==> src/hdl/ate_pkg.sv <==
// ----------------------------------------------------------------------------
// ate_pkg: shared types and constants for the accelerometer tilt estimator
// Holds field widths, the CORDIC arctangent table, the sequencer states and
// the queue entry that runs from the front end to the back end.
// ----------------------------------------------------------------------------
package ate_pkg;

  localparam int CORDIC_STEPS = 16;   // iterations per atan2, 8 to 24
  localparam int ATAN_LEN     = 24;
  localparam int STEP_W       = $clog2(ATAN_LEN);
  localparam int ACC_W        = 16;   // raw acceleration, Q4.11
  localparam int FILT_W       = 24;   // filtered acceleration, Q4.19
  localparam int CX_W         = 28;   // CORDIC x and y datapath
  localparam int CZ_W         = 21;   // CORDIC angle, Q.16
  localparam int ANG_W        = 16;   // angle, Q3.12
  localparam int RATE_W       = 17;
  localparam int KEEP_W       = 15;
  localparam int ORI_W        = 2;
  localparam logic signed [CZ_W-1:0] PI_Q16 = CZ_W'(205887);

  localparam logic [0:0] REG_FILTER_KEEP = 1'b0;
  localparam logic [0:0] REG_SCREEN_ORI  = 1'b1;

  localparam logic [ORI_W-1:0] ORI_PORTRAIT   = 2'd0;
  localparam logic [ORI_W-1:0] ORI_UPSIDEDOWN = 2'd1;
  localparam logic [ORI_W-1:0] ORI_LAND_RIGHT = 2'd2;
  localparam logic [ORI_W-1:0] ORI_LAND_LEFT  = 2'd3;

  typedef enum logic [2:0] {
    ST_IDLE,
    ST_MUL_A,
    ST_MUL_B,
    ST_PSTART,
    ST_PWAIT,
    ST_RSTART,
    ST_RWAIT,
    ST_DONE
  } seq_state_t;

  typedef struct packed {
    logic signed [ACC_W-1:0] ax;
    logic signed [ACC_W-1:0] ay;
    logic signed [ACC_W-1:0] az;
    logic                    calibrate;
    logic                    first;
  } sample_t;

  // round(atan(2^-i) * 65536)
  function automatic logic signed [CZ_W-1:0] atan_tab(input logic [STEP_W-1:0] idx);
    logic signed [CZ_W-1:0] v;
    case (idx)
      5'd0:    v = CZ_W'(51472);
      5'd1:    v = CZ_W'(30386);
      5'd2:    v = CZ_W'(16055);
      5'd3:    v = CZ_W'(8150);
      5'd4:    v = CZ_W'(4091);
      5'd5:    v = CZ_W'(2047);
      5'd6:    v = CZ_W'(1024);
      5'd7:    v = CZ_W'(512);
      5'd8:    v = CZ_W'(256);
      5'd9:    v = CZ_W'(128);
      5'd10:   v = CZ_W'(64);
      5'd11:   v = CZ_W'(32);
      5'd12:   v = CZ_W'(16);
      5'd13:   v = CZ_W'(8);
      5'd14:   v = CZ_W'(4);
      5'd15:   v = CZ_W'(2);
      5'd16:   v = CZ_W'(1);
      default: v = '0;
    endcase
    return v;
  endfunction

  function automatic logic signed [ACC_W-1:0] neg_sat(input logic signed [ACC_W-1:0] v);
    return (v == {1'b1, {(ACC_W-1){1'b0}}}) ? {1'b0, {(ACC_W-1){1'b1}}} : -v;
  endfunction

endpackage

==> src/hdl/ate_front.sv <==
// ----------------------------------------------------------------------------
// ate_front: input acceptance and sample queue
// Accepts requests, tags the first sample after reset and holds up to two
// samples for the back end.
// ----------------------------------------------------------------------------
module ate_front import ate_pkg::*; (
  input  logic        clk,
  input  logic        rst_n,
  input  logic        in_tvalid,
  output logic        in_tready,
  input  logic [47:0] in_tdata,
  input  logic        in_tuser,
  output logic        q_valid,
  input  logic        q_pop,
  output sample_t     q_item
);

  sample_t    mem_r [2];
  logic       wr_ptr_r, wr_ptr_nxt;
  logic       rd_ptr_r, rd_ptr_nxt;
  logic [1:0] count_r, count_nxt;
  logic       first_r, first_nxt;
  logic       push, pop;
  sample_t    item_in;

  assign in_tready = (count_r != 2'd2);
  assign push      = in_tvalid && in_tready;
  assign q_valid   = (count_r != 2'd0);
  assign pop       = q_pop && q_valid;
  assign q_item    = mem_r[rd_ptr_r];

  always_comb begin
    item_in.ax        = in_tdata[15:0];
    item_in.ay        = in_tdata[31:16];
    item_in.az        = in_tdata[47:32];
    item_in.calibrate = in_tuser;
    item_in.first     = first_r;
    wr_ptr_nxt = push ? ~wr_ptr_r : wr_ptr_r;
    rd_ptr_nxt = pop ? ~rd_ptr_r : rd_ptr_r;
    count_nxt  = count_r + 2'(push) - 2'(pop);
    first_nxt  = push ? 1'b0 : first_r;
  end

  always_ff @(posedge clk) begin
    if (push) begin
      mem_r[wr_ptr_r] <= item_in;
    end
  end

  always_ff @(posedge clk) begin
    if (!rst_n) begin
      wr_ptr_r <= 1'b0;
      rd_ptr_r <= 1'b0;
      count_r  <= 2'd0;
      first_r  <= 1'b1;
    end else begin
      wr_ptr_r <= wr_ptr_nxt;
      rd_ptr_r <= rd_ptr_nxt;
      count_r  <= count_nxt;
      first_r  <= first_nxt;
    end
  end

endmodule

==> src/hdl/ate_cordic.sv <==
// ----------------------------------------------------------------------------
// ate_cordic: iterative vectoring CORDIC atan2
// One rotation per cycle; returns atan2(y, x) in Q3.12 radians.
// ----------------------------------------------------------------------------
module ate_cordic import ate_pkg::*; (
  input  logic                     clk,
  input  logic                     rst_n,
  input  logic                     start,
  input  logic signed [FILT_W:0]   y_in,
  input  logic signed [FILT_W:0]   x_in,
  output logic                     done,
  output logic signed [ANG_W-1:0]  angle
);

  logic signed [CX_W-1:0]  x_r, x_nxt, y_r, y_nxt;
  logic signed [CZ_W-1:0]  z_r, z_nxt;
  logic [STEP_W-1:0]       step_r, step_nxt;
  logic                    busy_r, busy_nxt, done_r, done_nxt;
  logic signed [ANG_W-1:0] res_r, res_nxt;
  logic signed [CX_W-1:0]  xs, ys, dx, dy;
  logic signed [CZ_W-1:0]  zr;

  assign done  = done_r;
  assign angle = res_r;

  always_comb begin
    xs = CX_W'(x_in);
    ys = CX_W'(y_in);
    dx = y_r >>> step_r;
    dy = x_r >>> step_r;
    x_nxt = x_r; y_nxt = y_r; z_nxt = z_r;
    step_nxt = step_r; busy_nxt = busy_r; done_nxt = 1'b0; res_nxt = res_r;
    zr = '0;
    if (start) begin
      step_nxt = '0;
      if (x_in == '0 && y_in == '0) begin
        res_nxt  = '0;
        done_nxt = 1'b1;
        busy_nxt = 1'b0;
      end else begin
        busy_nxt = 1'b1;
        if (x_in < 0) begin
          z_nxt = (y_in >= 0) ? PI_Q16 : -PI_Q16;
          x_nxt = -xs;
          y_nxt = -ys;
        end else begin
          z_nxt = '0;
          x_nxt = xs;
          y_nxt = ys;
        end
      end
    end else if (busy_r) begin
      if (y_r < 0) begin
        x_nxt = x_r - dx;
        y_nxt = y_r + dy;
        z_nxt = z_r - atan_tab(step_r);
      end else begin
        x_nxt = x_r + dx;
        y_nxt = y_r - dy;
        z_nxt = z_r + atan_tab(step_r);
      end
      step_nxt = step_r + 1'b1;
      if (step_r == STEP_W'(CORDIC_STEPS - 1)) begin
        zr       = (z_nxt + CZ_W'(8)) >>> 4;
        res_nxt  = zr[ANG_W-1:0];
        done_nxt = 1'b1;
        busy_nxt = 1'b0;
      end
    end
  end

  always_ff @(posedge clk) begin
    x_r   <= x_nxt;
    y_r   <= y_nxt;
    z_r   <= z_nxt;
    res_r <= res_nxt;
  end

  always_ff @(posedge clk) begin
    if (!rst_n) begin
      step_r <= '0;
      busy_r <= 1'b0;
      done_r <= 1'b0;
    end else begin
      step_r <= step_nxt;
      busy_r <= busy_nxt;
      done_r <= done_nxt;
    end
  end

endmodule

==> src/hdl/accel_tilt_estimator.sv <==
// ----------------------------------------------------------------------------
// accel_tilt_estimator: accelerometer tilt with per-axis IIR low-pass
// Filters each sample, finds pitch and roll by CORDIC atan2, centres them,
// forms rates and remaps all but accel_z by the screen orientation.
// ----------------------------------------------------------------------------
// From input request to result: the two-entry queue, the filter (one shared
// 24x18 multiplier, two products per axis; skipped for the first sample),
// the two atan2 runs on one CORDIC unit and a finishing step. The back end
// works on one sample at a time and takes the next only once the result
// register is free; the queue can hold further requests meanwhile.
// Synchronous active-low reset clears the filter, centres, last angles and
// marks the next sample as first; registers return to their reset values.
module accel_tilt_estimator import ate_pkg::*; (
  input  logic         clk,
  input  logic         rst_n,
  input  logic         in_tvalid,
  output logic         in_tready,
  input  logic [47:0]  in_tdata,   // accel_x, accel_y, accel_z
  input  logic         in_tuser,   // calibrate
  output logic         out_tvalid,
  input  logic         out_tready,
  output logic [119:0] out_tdata,  // tilt_x, tilt_z, rate_x, rate_z,
                                   // out_accel_x, out_accel_y, out_accel_z, zero pad
  input  logic         cfg_we,
  input  logic [0:0]   cfg_addr,
  input  logic [14:0]  cfg_wdata
);

  // Configuration registers.
  logic [KEEP_W-1:0] keep_r;
  logic [ORI_W-1:0]  ori_r;

  always_ff @(posedge clk) begin
    if (!rst_n) begin
      keep_r <= KEEP_W'(27853);
      ori_r  <= ORI_PORTRAIT;
    end else if (cfg_we) begin
      case (cfg_addr)
        REG_FILTER_KEEP: keep_r <= cfg_wdata;
        default:         ori_r  <= cfg_wdata[ORI_W-1:0];
      endcase
    end
  end

  // Front end: accepts requests into a two-entry queue.
  logic    q_valid, q_pop;
  sample_t q_item;

  ate_front u_front (
    .clk, .rst_n, .in_tvalid, .in_tready, .in_tdata, .in_tuser,
    .q_valid, .q_pop, .q_item
  );

  // Back end sequencer.
  seq_state_t state_r, state_nxt;
  logic [1:0] axis_r;
  logic       cor_start, cor_done;
  logic signed [FILT_W:0]  cor_y, cor_x;
  logic signed [ANG_W-1:0] cor_angle;

  logic signed [FILT_W-1:0] filt_r [3];
  logic signed [41:0]       acc_r;
  logic signed [ANG_W-1:0]  pitch_r, roll_raw_r;
  logic signed [ANG_W-1:0]  cp_r, cr_r;
  logic signed [RATE_W-1:0] lp_r, lr_r;
  logic                     out_valid_r;
  logic [119:0]             out_data_r;

  logic out_free;
  assign out_free = !out_valid_r || out_tready;

  always_comb begin
    state_nxt = state_r;
    unique case (state_r)
      ST_IDLE:   if (q_valid) state_nxt = q_item.first ? ST_PSTART : ST_MUL_A;
      ST_MUL_A:  state_nxt = ST_MUL_B;
      ST_MUL_B:  state_nxt = (axis_r == 2'd2) ? ST_PSTART : ST_MUL_A;
      ST_PSTART: state_nxt = ST_PWAIT;
      ST_PWAIT:  if (cor_done) state_nxt = ST_RSTART;
      ST_RSTART: state_nxt = ST_RWAIT;
      ST_RWAIT:  if (cor_done) state_nxt = ST_DONE;
      ST_DONE:   if (out_free) state_nxt = ST_IDLE;
      default:   state_nxt = ST_IDLE;
    endcase
  end

  always_comb begin
    cor_start = 1'b0;
    q_pop     = 1'b0;
    unique case (state_r)
      ST_PSTART, ST_RSTART: cor_start = 1'b1;
      ST_DONE:              q_pop = out_free;
      default: ;
    endcase
  end

  // Filter arithmetic: one multiplier shared by both products of each axis.
  logic signed [ACC_W-1:0]  raw_sel;
  logic signed [FILT_W-1:0] scaled, f_sel;
  logic signed [23:0]       mul_a;
  logic signed [17:0]       mul_b;
  logic signed [41:0]       product, sum;
  logic [16:0]              w_new;

  always_comb begin
    case (axis_r)
      2'd0:    raw_sel = q_item.ax;
      2'd1:    raw_sel = q_item.ay;
      default: raw_sel = q_item.az;
    endcase
    case (axis_r)
      2'd0:    f_sel = filt_r[0];
      2'd1:    f_sel = filt_r[1];
      default: f_sel = filt_r[2];
    endcase
    scaled = {raw_sel, 8'd0};
    w_new  = 17'd32768 - 17'(keep_r);
    if (state_r == ST_MUL_A) begin
      mul_a = f_sel;
      mul_b = {3'd0, keep_r};
    end else begin
      mul_a = scaled;
      mul_b = {1'b0, w_new};
    end
    product = mul_a * mul_b;
    sum     = (acc_r + product + 42'sd16384) >>> 15;
  end

  // CORDIC operands: pitch = atan2(-fy, -fz), roll = -atan2(-fx, -fz).
  assign cor_x = -(FILT_W+1)'(filt_r[2]);
  assign cor_y = (state_r == ST_RSTART) ? -(FILT_W+1)'(filt_r[0])
                                        : -(FILT_W+1)'(filt_r[1]);

  ate_cordic u_cordic (
    .clk, .rst_n, .start(cor_start), .y_in(cor_y), .x_in(cor_x),
    .done(cor_done), .angle(cor_angle)
  );

  // Finishing step: centring, rates and orientation remap.
  logic signed [ANG_W-1:0]  roll, cp_use, cr_use;
  logic signed [RATE_W-1:0] pc, rc;
  logic signed [RATE_W:0]   rx, rz;
  logic signed [RATE_W-1:0] tx_w, tz_w, rx_o, rz_o;
  logic signed [ACC_W-1:0]  ax_o, ay_o;
  logic [119:0]             res_data;

  always_comb begin
    roll   = -roll_raw_r;
    cp_use = q_item.calibrate ? pitch_r : cp_r;
    cr_use = q_item.calibrate ? roll : cr_r;
    pc = RATE_W'(pitch_r) - RATE_W'(cp_use);
    rc = RATE_W'(roll) - RATE_W'(cr_use);
    rx = (RATE_W+1)'(lp_r) - (RATE_W+1)'(pc);
    rz = (RATE_W+1)'(lr_r) - (RATE_W+1)'(rc);
    case (ori_r)
      ORI_UPSIDEDOWN: begin
        tx_w = -pc; tz_w = -rc;
        rx_o = -rx[RATE_W-1:0]; rz_o = -rz[RATE_W-1:0];
        ax_o = neg_sat(q_item.ax); ay_o = neg_sat(q_item.ay);
      end
      ORI_LAND_RIGHT: begin
        tx_w = -rc; tz_w = pc;
        rx_o = -rz[RATE_W-1:0]; rz_o = rx[RATE_W-1:0];
        ax_o = neg_sat(q_item.ay); ay_o = q_item.ax;
      end
      ORI_LAND_LEFT: begin
        tx_w = rc; tz_w = -pc;
        rx_o = rz[RATE_W-1:0]; rz_o = -rx[RATE_W-1:0];
        ax_o = q_item.ay; ay_o = neg_sat(q_item.ax);
      end
      default: begin
        tx_w = pc; tz_w = rc;
        rx_o = rx[RATE_W-1:0]; rz_o = rz[RATE_W-1:0];
        ax_o = q_item.ax; ay_o = q_item.ay;
      end
    endcase
    res_data = {6'd0, q_item.az, ay_o, ax_o, rz_o, rx_o,
                tz_w[ANG_W-1:0], tx_w[ANG_W-1:0]};
  end

  // Datapath registers.
  always_ff @(posedge clk) begin
    if (state_r == ST_MUL_A) begin
      acc_r <= product;
    end
    if (state_r == ST_PWAIT && cor_done) begin
      pitch_r <= cor_angle;
    end
    if (state_r == ST_RWAIT && cor_done) begin
      roll_raw_r <= cor_angle;
    end
    if (state_r == ST_DONE && out_free) begin
      out_data_r <= res_data;
    end
  end

  // Control and state registers.
  always_ff @(posedge clk) begin
    if (!rst_n) begin
      state_r     <= ST_IDLE;
      axis_r      <= 2'd0;
      out_valid_r <= 1'b0;
      filt_r[0]   <= '0;
      filt_r[1]   <= '0;
      filt_r[2]   <= '0;
      cp_r        <= '0;
      cr_r        <= '0;
      lp_r        <= '0;
      lr_r        <= '0;
    end else begin
      state_r <= state_nxt;
      if (state_r == ST_IDLE && q_valid) begin
        axis_r <= 2'd0;
        if (q_item.first) begin
          filt_r[0] <= {q_item.ax, 8'd0};
          filt_r[1] <= {q_item.ay, 8'd0};
          filt_r[2] <= {q_item.az, 8'd0};
        end
      end
      if (state_r == ST_MUL_B) begin
        case (axis_r)
          2'd0:    filt_r[0] <= sum[FILT_W-1:0];
          2'd1:    filt_r[1] <= sum[FILT_W-1:0];
          default: filt_r[2] <= sum[FILT_W-1:0];
        endcase
        axis_r <= axis_r + 2'd1;
      end
      if (out_tready) begin
        out_valid_r <= 1'b0;
      end
      if (state_r == ST_DONE && out_free) begin
        out_valid_r <= 1'b1;
        cp_r <= cp_use;
        cr_r <= cr_use;
        lp_r <= pc;
        lr_r <= rc;
      end
    end
  end

  assign out_tvalid = out_valid_r;
  assign out_tdata  = out_data_r;

  // A result is loaded only from the finishing state.
  a_load_from_done: assert property (@(posedge clk) disable iff (!rst_n)
    (out_valid_r && !$past(out_valid_r)) |-> $past(state_r == ST_DONE))
    else $error("result loaded outside finishing state");

  // The queue is popped only when the output register can take the result.
  a_pop_has_room: assert property (@(posedge clk) disable iff (!rst_n)
    q_pop |-> (q_valid && (!out_valid_r || out_tready)))
    else $error("sample popped without room for its result");

  // The CORDIC reports completion only while the sequencer waits for it.
  a_cordic_done_wait: assert property (@(posedge clk) disable iff (!rst_n)
    cor_done |-> (state_r == ST_PWAIT || state_r == ST_RWAIT))
    else $error("CORDIC completion outside a wait state");

endmodule

==> config.mk <==
export PLATFORM = sky130hd
export DESIGN_NAME = accel_tilt_estimator
export DESIGN_NICKNAME = d
export VERILOG_FILES = /design/src/hdl/ate_pkg.sv /design/src/hdl/ate_front.sv /design/src/hdl/ate_cordic.sv /design/src/hdl/accel_tilt_estimator.sv
export SDC_FILE = /design/constraint.sdc
export NUM_CORES = 2
export LEC_CHECK = 0
export BUFFER_PORTS_ARGS = -buffer_cell sky130_fd_sc_hd__buf_2
export CORE_UTILIZATION = 40
export CTS_CLUSTER_DIAMETER = 80
export CTS_CLUSTER_SIZE = 8
export DETAILED_ROUTE_END_ITERATION = 16
export GPL_ROUTABILITY_DRIVEN = 0
export HOLD_SLACK_MARGIN = 0.06
export SYNTH_ARGS = -nofsm -noshare
export SYNTH_HDL_FRONTEND = slang
export SYNTH_SLANG_ARGS = --single-unit
==> constraint.sdc <==
create_clock -name clk -period 9.95 [get_ports clk]
set_input_delay 0.995 -clock clk [delete_from_list [all_inputs] [get_ports clk]]
set_output_delay 0.995 -clock clk [all_outputs]
set_load 0.005 [all_outputs]
==> out/qor.csv <==
stage;metric;value;unit
worst_setup_path;most used cell, CP;fa_1;
placed_design;worst slack, placed;-0.2839;ns
timing;maximum clock rate;103.9;MHz
worst_setup_path;kind of critical path;flop to flop;
timing;TNS Setup;0;ns
worst_setup_path;CP top delay family;adder cells;
worst_setup_path;CP max stage delay;0.74;ns
placed_design;DP HPWL;136600;um
route;Final ANT Viol Nets;0;
clock_network;H-tree depth;3;
clock_network;hold buffers post-CTS;0;
timing;final hold vios;0;
worst_setup_path;Worst Path Required;10.38;ns
timing;skew final;0.03014;ns
route;DRT iter0 DRCs;4814;
floorplanning;Starting Density;40.44;%
synth;Synth Register Bits;567;
synth;Mean Syn Cell Area;9.280;um2
worst_setup_path;crit path capture type;flop;
timing;WHS;0.4526;ns
grt;GRT overflow;0;
synth;Seq/Total Area, Yosys;28.02;%
job;max cap viols;0;
timing;worst setup margin;0.3290;ns
cells_and_area;most frequent cells in the layout;nand2_1 (707), inv_1 (584), edfxtp_1 (449);
worst_setup_path;crit path buf inv count;6;
timing;Final Slew Violations;0;
synth;post-synth top area cell;edfxtp_1;
route;DR pass1 iterations;7;
timing;slew margin rel.;21.72;%
synth;Async S/R FF share, synth;0;%
synth;EDFF count, synth;449;
floorplanning;Die Wd;378.0;um
route;final wirelength;175400;um
synth;warning count from the yosys run;0;
hold_path;min-delay src;u_front.first_r;
timing;Tmin final;9.621;ns
cells_and_area;commonest non-fill, non-tap cell in the layout;nand2_1;
clock_network;Reg clk slew, reported paths;0.06;ns
route;routed len/inst;21.20;um
placed_design;IO Port Bufs;185;
synth;post-synth design cell area;56560;um2
clock_network;Sink Count;567;
floorplanning;Site Rows;137;
synth;synth unique cells;103;
timing;post-route clock period utilization;96.69;%
floorplanning;die area;142900;um2
timing;pin slew with the least headroom to its limit;1.174;ns
synth;cells after synthesis;6095;
clock_network;clk buf depth;3;
grt;first-pass GRT wire length;267900;um
grt;gr usage total;24.13;%
worst_setup_path;crit path launch type;flop;
route;drt via density;5.719;
route;Vias;47300;
cells_and_area;P&R area growth vs syn;12.52;%
clock_network;total CTS buffers;83;
floorplanning;IO Pins;192;
grt;vias in the first global route;45230;
clock_network;worst skew pair latency;0.69;ns
worst_setup_path;Critical Path AT;10.05;ns
synth;top cells by area, synth;edfxtp_1 (24%), fa_1 (13%), ha_1 (7.4%), nand2_1 (4.7%), mux4_2 (4.5%);
floorplanning;core area;139900;um2
floorplanning;Die H;378.0;um
grt;largest net degree at the start of global routing;216;
synth;Yosys top cell area share;23.84;%
worst_setup_path;CP Max Fanout;12;
grt;initial antenna violation count;11;
cells_and_area;fin nets;7104;
hold_path;type of the most critical hold path;flop to flop;
clock_network;CTS tree;yes;
worst_setup_path;Slowest cell on crit path;a31oi_1;
cells_and_area;share of cells above drive strength 1;13.17;%
route;DRC;0;
synth;Post-synth top flop;edfxtp_1;
clock_network;CTS Root Buffer Type;clkbuf_16;
timing;# setup viols final;0;
outcome;status;complete, no violations;
## final cells by class
cell class,count,area (um2)
Fill cell,13470,76230
Multi-Input combinational cell,4646,37660
Sequential cell,567,15870
Timing Repair Buffer,444,3059
Clock buffer,137,2354
Tap cell,1876,2347
Inverter,591,2230
Clock inverter,7,108.9
Antenna cell,3,7.507
## through the flow
step,area [um2],utilization (%),cells
finish,63640,45.50,8271
global route,63630,45.49,8269
CTS,63180,45.17,8252
detailed placement,60670,43.38,8108
global placement,60670,43.38,8108
floorplan,56640,-,6108
## cell usage after synthesis (25+ instances only)
master    count
or3_1        47
dfxtp_1     118
mux4_2      113
inv_1       586
nor4_1       38
nor2_1      427
o31ai_1      29
nand2b_1     47
o21ai_0     316
a21oi_1     327
nor3_1      127
o21bai_1     27
nor2b_1      54
mux2_2       67
o211a_1      44
edfxtp_1    449
a22oi_1      25
clkbuf_1    234
ha_1        334
a211oi_1     67
and3_1       46
mux2i_1     124
a21o_1       65
xor2_1      129
nand4_1      31
a31oi_1      67
xnor2_1     270
nand2_1     708
nand3_1     118
and2_1      166
a22o_1       31
buf_1        33
o21a_1       39
fa_1        367
o211ai_1     33
## sequential cells by signal (all words and copies together) (netlist names), 17 cells and up, named ones only
name	cells
out_tdata	114
lp_r	17
u_front.mem_r	100
filt_r	72
u_cordic.x_r	28
u_cordic.y_r	28
acc_r	39
u_cordic.z_r	20
lr_r	17
## logic make-up after synthesis
| group | synth area share, % |
|---|---|
| simple gates | 16.06 |
| compound gates | 14.89 |
| buf+inv | 6.196 |
| fa+ha+maj | 20.38 |
| flops | 28.02 |
| xor+xnor | 6.221 |
| mux | 8.234 |
| other cells | 0.006630 |
## per-layer routing
metal | up-vias | GRT usage [%] | part of all wire (%)
li1 | 21940 | - | -
met1 | 23170 | 33.40 | 43
met2 | 1854 | 38.20 | 45
met3 | 333 | 3.888 | 7.8
met4 | 4 | 8.135 | 3.6
met5 | - | 0 | 0.013
## worst paths after layout
path / cells after the start / slack, ns / end
worst min-delay path: 0 / 0.45 / u_front.mem_r[0][0]
worst max register to register: 35 / 0.33 / filt_r[0][23]
worst min register to register: 0 / 0.45 / u_front.mem_r[0][0]
worst max-delay path: 35 / 0.33 / filt_r[0][23]
## repair_timing
action                                 CTS  global route
setup endpoints to repair                9            37
cloned                                   0             1
endpoints found under the hold margin    0             0
setup buffers                            0            15
pin swaps                                1            20
gates resized for setup                  7            64
Power is not shown: default switching activity piles up to over one toggle a cycle in this logic, so the estimate is an artifact.
